$ cat config.mk
export PLATFORM = sky130hd
export DESIGN_NAME = button_click_event_detector_unit
export DESIGN_NICKNAME = d
export VERILOG_FILES = /design/src/bced_pkg.sv /design/src/button_click_event_detector_unit.sv
export SDC_FILE = /design/constraint.sdc
export NUM_CORES = 1
export LEC_CHECK = 0
export ABC_AREA = 1
export BUFFER_PORTS_ARGS = -buffer_cell sky130_fd_sc_hd__buf_2
export CORE_MARGIN = 1
export CORE_UTILIZATION = 25
export CTS_CLUSTER_DIAMETER = 30
export CTS_CLUSTER_SIZE = 12
export DETAILED_ROUTE_END_ITERATION = 12
export GPL_TIMING_DRIVEN = 0
export HOLD_SLACK_MARGIN = 0.06
export SYNTH_ARGS = -nofsm -noshare
export SYNTH_HDL_FRONTEND = slang
export SYNTH_SLANG_ARGS = --single-unit
$ cat constraint.sdc
create_clock -name clk -period 2.7 [get_ports clk]
set_input_delay 0.135 -clock clk [delete_from_list [all_inputs] [get_ports clk]]
set_output_delay 0.135 -clock clk [all_outputs]
set_load 0.01 [all_outputs]
$ cat src/bced_pkg.sv
// Shared types and constants for the button click event detector.
// No dependencies; imported by the top level and its port checker.
package bced_pkg;

  localparam int FlagW = 7;
  localparam int TickW = 8;
  localparam int CountW = 16;
  localparam int CfgIdxW = 2;
  localparam int CfgDataW = 16;

  // Event flag bit positions.
  localparam int EvHold = 0;
  localparam int EvDown = 1;
  localparam int EvUp = 2;
  localparam int EvSingle = 3;
  localparam int EvDouble = 4;
  localparam int EvLong = 5;
  localparam int EvRepeat = 6;

  localparam logic [TickW-1:0] SamplePeriodRst = 8'd20;
  localparam logic [CountW-1:0] LongPressRst = 16'd1600;
  localparam logic [CountW-1:0] DoubleWindowRst = 16'd200;
  localparam logic [CountW-1:0] RepeatRst = 16'd100;

  typedef enum logic [2:0] {
    STAGE_IDLE     = 3'd0,
    STAGE_PRESSED  = 3'd1,
    STAGE_RELEASED = 3'd2,
    STAGE_DOUBLE   = 3'd3,
    STAGE_LONG     = 3'd4
  } stage_t;

  typedef enum logic [CfgIdxW-1:0] {
    CFG_SAMPLE_PERIOD = 2'd0,
    CFG_LONG_PRESS    = 2'd1,
    CFG_DOUBLE_WINDOW = 2'd2,
    CFG_REPEAT        = 2'd3
  } cfg_index_t;

  typedef enum logic {
    CMD_TICK  = 1'b0,
    CMD_CHECK = 1'b1
  } cmd_t;

endpackage

$ cat src/button_click_event_detector_unit.sv
// Button click event detector: tick/check item channel, result channel, config port.
// Depends on bced_pkg.
//
// Each accepted item (a millisecond tick with the active-low pin level, or a
// check with an event mask) produces exactly one result: hit and the event flags
// as they stand after the item. All work for an item is done in the cycle it is
// accepted, so one item is taken per clock while in_stall is low; a two-entry
// result buffer (output register plus skid stage) lets the input take one more
// item while a result is stalled, and in_stall rises only when both entries are full.
// Configuration writes are always ready and should only be issued while idle.
module button_click_event_detector_unit (
  input  logic                              clk,
  input  logic                              rst,
  input  logic                              in_valid,
  output logic                              in_stall,
  input  logic                              cmd,
  input  logic                              pin_level,
  input  logic [bced_pkg::FlagW-1:0]        event_mask,
  output logic                              out_valid,
  input  logic                              out_stall,
  output logic                              hit,
  output logic [bced_pkg::FlagW-1:0]        event_flags,
  input  logic                              cfg_valid,
  output logic                              cfg_ready,
  input  logic [bced_pkg::CfgIdxW-1:0]      cfg_index,
  input  logic [bced_pkg::CfgDataW-1:0]     cfg_data
);

  import bced_pkg::*;

  logic [TickW-1:0]  sample_period;
  logic [CountW-1:0] long_press_ticks;
  logic [CountW-1:0] double_window_ticks;
  logic [CountW-1:0] repeat_ticks;

  logic [TickW-1:0]  tick_count, tick_count_next;
  logic [CountW-1:0] countdown, countdown_next;
  logic              now_pressed, now_pressed_next;
  logic              was_pressed, was_pressed_next;
  stage_t            stage, stage_next;
  logic [FlagW-1:0]  flags, flags_next;
  logic              hit_next;

  logic              skid_valid;
  logic              skid_hit;
  logic [FlagW-1:0]  skid_flags;

  logic              in_accept;
  logic              out_free;
  logic [TickW-1:0]  tick_inc;
  logic [FlagW-1:0]  clear_mask;

  assign cfg_ready = 1'b1;
  assign in_stall  = skid_valid;
  assign in_accept = in_valid && !skid_valid;
  assign out_free  = !out_valid || !out_stall;

  always_ff @(posedge clk) begin
    if (rst) begin
      sample_period       <= SamplePeriodRst;
      long_press_ticks    <= LongPressRst;
      double_window_ticks <= DoubleWindowRst;
      repeat_ticks        <= RepeatRst;
    end else if (cfg_valid && cfg_ready) begin
      unique case (cfg_index_t'(cfg_index))
        CFG_SAMPLE_PERIOD: sample_period       <= cfg_data[TickW-1:0];
        CFG_LONG_PRESS:    long_press_ticks    <= cfg_data[CountW-1:0];
        CFG_DOUBLE_WINDOW: double_window_ticks <= cfg_data[CountW-1:0];
        CFG_REPEAT:        repeat_ticks        <= cfg_data[CountW-1:0];
        default: ;
      endcase
    end
  end

  always_comb begin
    tick_count_next  = tick_count;
    countdown_next   = countdown;
    now_pressed_next = now_pressed;
    was_pressed_next = was_pressed;
    stage_next       = stage;
    flags_next       = flags;
    hit_next         = 1'b0;
    tick_inc         = tick_count + TickW'(1);
    clear_mask       = event_mask;
    clear_mask[EvHold] = 1'b0;

    if (cmd == CMD_TICK) begin
      tick_count_next = tick_inc;
      if (countdown != '0) begin
        countdown_next = countdown - CountW'(1);
      end
      // A period of zero never exceeds the count, so every tick samples.
      if (tick_inc >= sample_period) begin
        tick_count_next  = '0;
        was_pressed_next = now_pressed;
        now_pressed_next = !pin_level;
        flags_next[EvHold] = !pin_level;
        if (!pin_level && !now_pressed) begin
          flags_next[EvDown] = 1'b1;
        end
        if (pin_level && now_pressed) begin
          flags_next[EvUp] = 1'b1;
        end
        unique case (stage)
          STAGE_IDLE: begin
            if (!pin_level) begin
              countdown_next = long_press_ticks;
              stage_next     = STAGE_PRESSED;
            end
          end
          STAGE_PRESSED: begin
            if (pin_level) begin
              countdown_next = double_window_ticks;
              stage_next     = STAGE_RELEASED;
            end else if (countdown_next == '0) begin
              flags_next[EvLong] = 1'b1;
              countdown_next     = repeat_ticks;
              stage_next         = STAGE_LONG;
            end
          end
          STAGE_RELEASED: begin
            if (!pin_level) begin
              flags_next[EvDouble] = 1'b1;
              stage_next           = STAGE_DOUBLE;
            end else if (countdown_next == '0) begin
              flags_next[EvSingle] = 1'b1;
              stage_next           = STAGE_IDLE;
            end
          end
          STAGE_DOUBLE: begin
            if (pin_level) begin
              stage_next = STAGE_IDLE;
            end
          end
          STAGE_LONG: begin
            if (pin_level) begin
              stage_next = STAGE_IDLE;
            end else if (countdown_next == '0) begin
              flags_next[EvRepeat] = 1'b1;
              countdown_next       = repeat_ticks;
            end
          end
          default: ;
        endcase
      end
    end else begin
      // The hold flag counts toward a hit but only the pin clears it.
      if ((flags & event_mask) != '0) begin
        hit_next   = 1'b1;
        flags_next = flags & ~clear_mask;
      end
    end
  end

  always_ff @(posedge clk) begin
    if (rst) begin
      tick_count  <= '0;
      countdown   <= '0;
      now_pressed <= 1'b0;
      was_pressed <= 1'b0;
      stage       <= STAGE_IDLE;
      flags       <= '0;
    end else if (in_accept) begin
      tick_count  <= tick_count_next;
      countdown   <= countdown_next;
      now_pressed <= now_pressed_next;
      was_pressed <= was_pressed_next;
      stage       <= stage_next;
      flags       <= flags_next;
    end
  end

  // Result buffer: the skid entry only fills while the output register is stalled.
  always_ff @(posedge clk) begin
    if (rst) begin
      out_valid  <= 1'b0;
      skid_valid <= 1'b0;
    end else if (out_free) begin
      if (skid_valid) begin
        out_valid  <= 1'b1;
        skid_valid <= 1'b0;
      end else begin
        out_valid <= in_accept;
      end
    end else if (in_accept) begin
      skid_valid <= 1'b1;
    end
  end

  always_ff @(posedge clk) begin
    if (out_free) begin
      if (skid_valid) begin
        hit         <= skid_hit;
        event_flags <= skid_flags;
      end else if (in_accept) begin
        hit         <= hit_next;
        event_flags <= flags_next;
      end
    end else if (in_accept) begin
      skid_hit   <= hit_next;
      skid_flags <= flags_next;
    end
  end

endmodule

==> results of run 1 <==
what timing repair did:
action,CTS,global route
endpoints found under the setup margin,49,40
endpoints found under the hold margin,13,0
gates cloned,0,1
hold buffers,10,0
gates resized for setup,21,62
setup buffers,1,10
pin swaps,3,22
logic make-up after synthesis:
family / after synthesis
simple gates: 488
other cells: 1
buf+inv: 126
xor+xnor: 8
flops: 109
fa+ha+maj: 11
compound gates: 210
final cells by class:
| cell class | instances | area [um2] | share of cell area |
|---|---|---|---|
| flip-flops and latches | 109 | 2350 | 0.307 |
| repair buffers | 62 | 415 | 0.0544 |
| inverters | 84 | 319 | 0.0418 |
| plain buffers | 42 | 210 | 0.0275 |
| clock inverters | 6 | 61.3 | 0.00802 |
| clock buffers | 9 | 225 | 0.0295 |
| well taps | 324 | 405 | 0.0531 |
| multi-input cells | 718 | 3650 | 0.478 |
metrics by stage:
| stage | power (mW) | setup TNS [ps] |
|---|---|---|
| after floorplan | 5.94 | 0 |
| after detailed placement | 7.06 | -14870 |
| final | 8.77 | 0 |
| after global routing | 9.48 | -2000 |
| after global placement | 7.01 | -14140 |
| after CTS | 8.41 | 0 |
registers in the layout, summed over array words and instances, names as in the netlist, 3 cells and up:
register and count:
countdown 16, double_window_ticks 16, long_press_ticks 16, repeat_ticks 16, sample_period 8, tick_count 8
event_flags 7, flags 7, skid_flags 7, stage 3
routing by layer:
metal,global-route usage,vias to the layer above,routed length (um)
li1,-,3258,-
met1,0.214,2949,9510
met2,0.227,163,8630
met3,0.0212,26,898
met4,0.0433,0,250
met5,0,-,0
power breakdown:
group	total [mW]	switching (mW)	leakage [nW]	internal, mW
Combinational	5.52	3.81	2.27	1.71
Sequential	1.94	0.144	0.917	1.79
Clock	1.31	0.633	0.145	0.678
worst paths after layout:
path | endpoint | slack, ps
worst max-delay path | countdown[13]$_SDFFE_PP0P_ | 80
worst min-delay path | double_window_ticks[3]$_SDFFE_PP1P_ | 70
worst max register to register | countdown[13]$_SDFFE_PP0P_ | 80
worst min register to register | repeat_ticks[14]$_SDFFE_PP0P_ | 460
worst max-delay path, cell delays in order, from the launching register on:
cell and delay (ps):
dfxtp_4 370, nand3_2 70, nand3b_1 180, nand3b_1 210, xnor2_2 180, ha_1 330, nand2_2 80, nor2_4 110
nand4_1 130, nand3_4 220, nand2_8 100, clkbuf_16 190, a21oi_2 100, nand2_1 90, nand2_1 80, a21oi_2 50
cell usage in the layout, fill, tap and decap left out, drive strengths merged, types with 2 or more instances in the layout:
master	instances
o22ai	2
o211ai	2
nand2	270
edfxtp	16
nand4	23
nand3	35
nor2	143
dlygate4sd3	10
o21ai	106
clkbuf	41
inv	84
nand3b	8
clkinv	4
xnor2	3
a31oi	2
a211oi	2
nor4	2
a21oi	92
buf	62
nor3	5
xor2	5
ha	11
dfxtp	93
==> metrics, run 1 <==
CTS sink count 109; min-delay worst type input pin to flop; Worst Hold Launch cfg_data[3]; maximum VDD drop 0.885 mV; post-synthesis compound-gate area fraction 0.179; cts bufs inserted 9; CP required 2920 ps; most used standard cell by instance count after synthesis nand2_1; critical path class flop to flop; antenna violations before repair 0; Final Setup Violations 0; Worst-Skew Late Latency 360 ps; Buffers on Ports 40; status complete, no violations; EDFF count, synth 16; placed cell count 1317; fin. max-slew vios 0; CTS Buffer Depth 2; ANT nets after route 0; area share of and/or/nand/nor cells after synthesis 0.335; DP HPWL 14600 um; CP Launch Type flop; Area contributors post-synth dfxtp_1, nand2_1, o21ai_0; drt drc 0; Post-synth ARST share 0; main flop type after synthesis dfxtp_1; 1st-pass router iterations 5; Worst-Margin Slew 770 ps; routability cong. 0.910; critical path capture point type flop; yosys warns 0; fin nets 1069; syn_area_per_cell 6.59 um2; CP Data Arrival Time 2850 ps; pin count of the biggest net entering global routing 19; dpl ws -676 ps; share of layout cells above drive strength 1 0.164; LEAKAGE 3.33 nW; antenna cells 0; main combinational cell family by area after synthesis simple AND/OR/NAND/NOR gates; Final Worst Setup Slack 76.0 ps; Finished Layout Cells 1354; fill count 2655; Final Cycle Share 0.972; Vias/cell 4.72; WL per Instance 14.2 um; area leader, netlist dfxtp_1; Initial Util 0.257; total track usage 0.148; Post-synth top cells nand2_1, nor2_1, o21ai_0, dfxtp_1, a21oi_1; FP Rows 57; r2r worst-path depth 15; mux contribution to synthesized area 0; total vias in the final route 6396; hold path cells 3; synthesized cell area 0.00628 mm2; xor/xnor share of the synthesized area 0.0112; hold slack final 69.3 ps; Synth Area in Adders 0.0219; register area share after synthesis 0.373; pwr dens 1150 mW/mm2; routed wire length 19300 um; Core Region 0.0245 mm2; Max Freq 381 MHz; vias in the first global route 5680; first-pass GRT wire length 30300 um; Initial DRC Count 542; CTS tree done; die width 160 um; RSZ-0062 raised after global routing true; clk slew on worst S/H paths 80 ps; crit path from tick_count[0]$_SDFFE_PP0P_; Final Instance Area 0.00764 mm2; H-Tree Depth 3; post-synthesis cell type count 42; clock skew 7.81 ps; Die Height 160 um; Post-DP Area 0.00688 mm2; Final Core Density 0.312; post-synth top area share 0.297; RR Startpoint tick_count[0]$_SDFFE_PP0P_; Post-Syn Nets 996; GRT overflow 0; clock root cell clkbuf_16; Tmin final 2620 ps; Hold Fails Final Rpt 0; FF+latch count, synth 109; CP Max Fanout 6; Synth Instances 953; Slew HR 0.487; Area Growth Syn to Fin 21.7%; I/O pin total 43; die footprint 0.0257 mm2; Max Cap Violations 0
Note: power is estimated with default switching activity, not from simulation.
==> run 2, diff against run 1 <==
- GPL_TIMING_DRIVEN: 0 -> unset
- clock period: 2.7 -> 2.5 ns (I/O delays scaled with it)
==> run 2 against run 1 <==
  * Global-route usage fell by 0.20 points
  * Count of clock-buffer cells in the layout did not move
  * Combinational power rose by 30%
  * Routed wire length rose by 1.2%
  * Clock power rose by 14%
  * The run now ends with setup timing left
  * Via count rose by 1.8%
  * Cell count rose by 1.7%
  * Clock skew rose by 3.7 ps
  * Worst setup slack got worse by 130 ps
  * Core utilization rose by 1.5 points
  * Non-clock buffer count rose by 19
  * First-iteration DRC count fell by 5.9%
==> metrics, run 2 (synthesized netlist as in run 1, its figures left out) <==
status finished, violations left; failing checks setup timing; Core Region 0.0245 mm2 (unchanged); Tmin final 2550 ps (-72.4 ps); dpl ws -179 ps (+496 ps); H-Tree Depth 3 (unchanged); WL per Instance 14.2 um (-0.46%); routed wire length 19500 um (+1.2%); Initial DRC Count 510 (-5.9%); Slew HR 0.131 (-0.356); Final Setup Violations 15 (+15); Die Height 160 um (unchanged); Post-DP Area 0.00719 mm2 (+4.5%); Vias/cell 4.73 (about the same); FP Rows 57 (unchanged); vias in the first global route 5859 (+3.2%); maximum VDD drop 0.996 mV (+13%); first-pass GRT wire length 30000 um (-0.89%); clk slew on worst S/H paths 80 ps (about the same); CTS sink count 109 (unchanged); ANT nets after route 0 (unchanged); Hold Fails Final Rpt 0 (unchanged); RR Startpoint tick_count[0]$_SDFFE_PP0P_; fill count 2627 (-1.1%); r2r worst-path depth 16 (+1); GRT overflow 0 (unchanged); CTS Buffer Depth 2 (unchanged); most frequent cells in the layout nand2_1, nor2_1, o21ai_0; Final Cycle Share 1.02 (+0.0488); Buffers on Ports 41 (+2.5%); crit path from tick_count[0]$_SDFFE_PP0P_; Worst-Margin Slew 1300 ps (+529 ps); total vias in the final route 6511 (+1.8%); 1st-pass router iterations 5 (unchanged); pwr dens 1330 mW/mm2 (+16%); Final Worst Setup Slack -51.5 ps (-128 ps); die width 160 um (unchanged); CP required 2630 ps (-290 ps); CP Data Arrival Time 2680 ps (-170 ps); share of layout cells above drive strength 1 0.213 (+0.0486); min-delay worst type input pin to flop; CTS tree done; critical path class flop to flop; FF/Latch Area 0.00235 mm2 (-0.11%); crit path to event_flags[6]$_DFFE_PP_; R2R Path End event_flags[6]$_DFFE_PP_; cts bufs inserted 9 (unchanged); I/O pin total 43 (unchanged); Worst-Skew Late Latency 360 ps (about the same); fin. max-slew vios 0 (unchanged); total track usage 0.146 (-0.00203); Worst Hold Launch in_valid; DP HPWL 13300 um (-8.9%); RSZ-0062 raised after global routing true; R2R setup slack -50 ps (-130 ps); LEAKAGE 3.58 nW (+7.4%); drt drc 0 (unchanged); antenna violations before repair 0 (unchanged); Initial Util 0.257 (unchanged); Max Freq 392 MHz (+2.8%); Final Instance Area 0.00802 mm2 (+4.9%); pin count of the biggest net entering global routing 38 (+19); fin nets 1091 (+2.1%); most common cell after layout, fill and taps aside nand2_1; clock skew 11.5 ps (+3.66 ps); routability cong. 0.883 (-2.9%); critical path capture point type flop; Max Cap Violations 0 (unchanged); antenna cells 0 (unchanged); die footprint 0.0257 mm2 (unchanged); Tot Pwr 10.7 mW (+22%); clock root cell clkbuf_16; CP Max Fanout 7 (+1); CP Launch Type flop; multi-input logic area 0.00373 mm2 (+2.2%); Area Growth Syn to Fin 27.7%
run 2: cell count changes in the layout (fill, tap and decap cells not counted), moves of 4 or more:
cell,delta
nand3_1,-4
buf_6,-4
clkbuf_1,-31
buf_4,+56
nand2_1,+10
nand3_2,+4
nand2_2,-11
run 2: layer usage:
layer / vias up / GRT usage / routed length (um)
met3: 20 / 0.0328 / 1200
met4: 0 / 0.0229 / 225
met5: - / 0 / 0
li1: 3298 / - / -
met1: 3005 / 0.203 / 9380
met2: 188 / 0.234 / 8720
run 2: power by group:
| group | switching, mW | leakage (nW) | total [mW] | internal (mW) |
|---|---|---|---|---|
| Clock | 0.714 | 0.136 | 1.49 | 0.780 |
| Sequential | 0.118 | 0.917 | 2.05 | 1.94 |
| Combinational | 4.63 | 2.52 | 7.15 | 2.53 |
run 2: how the worst min path moves through the flow:
stage / endpoint / slack, ps / cells after the start
CTS: out_valid$_SDFFE_PP0P_ / 60 / 3
floorplan: long_press_ticks[10]$_SDFFE_PP1P_ / 240 / 2
global route: long_press_ticks[6]$_SDFFE_PP1P_ / 70 / 3
detailed placement: long_press_ticks[9]$_SDFFE_PP1P_ / 370 / 3
finish: out_valid$_SDFFE_PP0P_ / 60 / 3
global placement: long_press_ticks[10]$_SDFFE_PP1P_ / 360 / 3
run 2: worst max-delay path: stages, from the launching register on:
cell,delay [ps]
dfxtp_2,360
ha_1,180
nand2_1,60
inv_1,110
nand4_1,120
xnor2_1,260
ha_1,300
nand2_2,90
nor2_2,40
nand4_1,130
nand3_4,180
nand3_4,120
inv_2,30
nand4_1,130
nand2_2,90
nand2_1,70
nand2_1,40
run 2: per-stage QoR:
step / cells / hold slack (ps) / TNS [ps] / util
2_1_floorplan: 953 / 238 / 0 / -
3_3_place_gp: 1339 / 357 / -534 / 0.294
3_5_place_dp: 1339 / 366 / -1750 / 0.294
4_1_cts: 1366 / 61.5 / -19.9 / 0.311
5_1_grt: 1377 / 75.0 / -4830 / 0.328
6_report: 1377 / 60.2 / -357 / 0.328
run 2: layout make-up:
class | instances | share of cell area
Multi-Input combinational cell | 721 | 0.466
Sequential cell | 109 | 0.293
Timing Repair Buffer | 123 | 0.114
Tap cell | 324 | 0.0506
Inverter | 84 | 0.0401
Clock buffer | 9 | 0.0281
Clock inverter | 7 | 0.00921
run 2: timing repair:
| action | CTS | global route |
|---|---|---|
| hold buffers | 11 | 0 |
| pin swaps | 0 | 20 |
| setup buffers | 0 | 6 |
| hold endpoints to repair | 17 | 0 |
| endpoints found under the setup margin | 30 | 43 |
| gates cloned | 0 | 6 |
| resized for setup | 5 | 70 |
==> run 3, diff against run 2 <==
- TNS_END_PERCENT: unset -> 20
==> run 3 against run 2 <==
  * Critical path depth unchanged
  * The run still ends with setup timing left
  * Register-to-register slack about the same
  * Design area down 1.5%
  * Cell count down 0.36%
  * Critical endpoint is now countdown[10]$_SDFFE_PP0P_
  * Largest power group unchanged
==> metrics, run 3 (synthesized netlist as in run 1, its figures left out) <==
status finished, violations left; failing checks setup timing; most common cell after layout, fill and taps aside nand2_1; Max Cap Violations 0 (unchanged); multi-input logic area 0.00365 mm2 (-2.3%); Vias/cell 4.72 (-0.24%); slowest library cell on the worst path dfxtp_2; WL per Instance 14.0 um (-1.5%); Crit path largest cell delay 360 ps (about the same); total vias in the final route 6472 (-0.60%); clock skew 9.92 ps (-1.55 ps); clock root cell clkbuf_16; RSZ-0062 raised after global routing true; antenna violations before repair 0 (unchanged); antenna cells 0 (unchanged); share of layout cells above drive strength 1 0.199 (-0.0133); critical path buffer and inverter count 2 (unchanged); I/O pin total 43 (unchanged); Buffers on Ports 41 (unchanged); R2R setup slack -50 ps (about the same); Core Region 0.0245 mm2 (unchanged); pwr dens 1310 mW/mm2 (-2.1%); die footprint 0.0257 mm2 (unchanged); Finished Layout Cells 1372 (-0.36%); Slew HR 0.128 (-0.00271); routability cong. 0.883 (unchanged); 1st-pass router iterations 5 (unchanged); Worst-Margin Slew 1300 ps (+4.05 ps); Worst-Skew Late Latency 360 ps (about the same); Area Growth Syn to Fin 25.8%; total track usage 0.146 (unchanged); Initial Util 0.257 (unchanged); fill count 2635 (+0.30%); dpl ws -179 ps (unchanged); fin. max-slew vios 0 (unchanged); CP Data Arrival Time 2790 ps (+110 ps); Final Core Density 0.323 (-0.00501); cts bufs inserted 9 (unchanged); placed cell count 1339 (unchanged); LEAKAGE 3.53 nW (-1.3%); CTS tree done; drt drc 0 (unchanged); CTS sink count 109 (unchanged); vias in the first global route 5859 (unchanged); most frequent cells in the layout nand2_1, nor2_1, o21ai_0; Final Worst Setup Slack -54.0 ps (-2.46 ps); CP Max Fanout 8 (+1); pin count of the biggest net entering global routing 38 (unchanged); CP Launch Type flop; FP Rows 57 (unchanged); Final Cycle Share 1.02 (about the same); worst path cell trace ha_1, nand2_1, inv_1, nand4_1, xnor2_1, ha_1, nand2_2, nor2_2, nand4_1, nand3_4, nand2_8, clkbuf_16, nor2_1, nand2_1, nand2_1, a21oi_2; Initial DRC Count 509 (-0.20%); DP HPWL 13300 um (unchanged); Final Setup Violations 15 (unchanged); Final Instance Area 0.00790 mm2 (-1.5%); Tmin final 2550 ps (+2.46 ps); critical path class flop to flop; min-delay worst type input pin to flop; Top delay family on crit path simple AND/OR/NAND/NOR gates; Max Freq 392 MHz (about the same); Tot Pwr 10.3 mW (-3.6%); maximum VDD drop 0.996 mV (about the same); ANT nets after route 0 (unchanged); clk slew on worst S/H paths 70 ps (about the same); most used cell, CP nand2_1; Die Height 160 um (unchanged); Post-DP Area 0.00719 mm2 (unchanged); H-Tree Depth 3 (unchanged); FF/Latch Area 0.00235 mm2 (unchanged); GRT overflow 0 (unchanged); critical path capture point type flop; CP required 2740 ps (+110 ps); first-pass GRT wire length 30000 um (unchanged); die width 160 um (unchanged); Hold Fails Final Rpt 0 (unchanged); CTS Buffer Depth 2 (unchanged); fin nets 1086 (-0.46%); routed wire length 19200 um (-1.9%)
-- run 3: cell count changes in the layout (fill, tap and decap cells not counted), sizes merged --
cell	delta
buf	-3
nand2	-2
-- run 3: path summary, 6_finish.rpt --
check	endpoint	startpoint	cells after the start
setup / recovery	countdown[10]$_SDFFE_PP0P_	tick_count[0]$_SDFFE_PP0P_	16
hold / removal	out_valid$_SDFFE_PP0P_	in_valid	3
setup reg to reg	countdown[10]$_SDFFE_PP0P_	tick_count[0]$_SDFFE_PP0P_	16
hold reg to reg	repeat_ticks[9]$_SDFFE_PP0P_	repeat_ticks[9]$_SDFFE_PP0P_	2
-- run 3: layout make-up --
class,count,area share
timing repair buffer,120,0.111
clock buffer,9,0.0285
tap,324,0.0513
sequential,109,0.297
clock inverter,7,0.00935
inverter,84,0.0404
multi-input combinational,719,0.462
-- run 3: worst min-delay path, stage by stage --
cell and delay [ps]:
buf_2 90, nor2_1 60, a21oi_1 120
-- run 3: repair_timing --
action                     4_1_cts  5_1_grt
hold endpoints to repair        17        0
gates resized for setup          5       54
setup endpoints to repair       30       43
gates cloned                     0        4
buffers inserted                 0        2
hold buffers                    11        0
pin swaps                        0       16
-- run 3: per-layer routing --
layer,part of all wire,up-vias,GRT usage
met1,0.49,2977,0.203
met3,0.057,19,0.0328
met4,0.011,0,0.0229
met2,0.45,188,0.234
met5,0,-,0
li1,-,3288,-
-- run 3: through the flow --
step / hold slack, ps / setup TNS (ps)
finish: 62.7 / -371
global route: 75.0 / -5000
CTS: 61.5 / -19.9
detailed placement: 366 / -1750
global placement: 357 / -534
floorplan: 238 / 0
-- run 3: power breakdown --
| group | total, mW | internal, mW | switching, mW |
|---|---|---|---|
| Clock | 1.49 | 0.780 | 0.712 |
| Sequential | 2.05 | 1.94 | 0.109 |
| Combinational | 6.78 | 2.35 | 4.43 |
| Total | 10.3 | 5.07 | 5.25 |
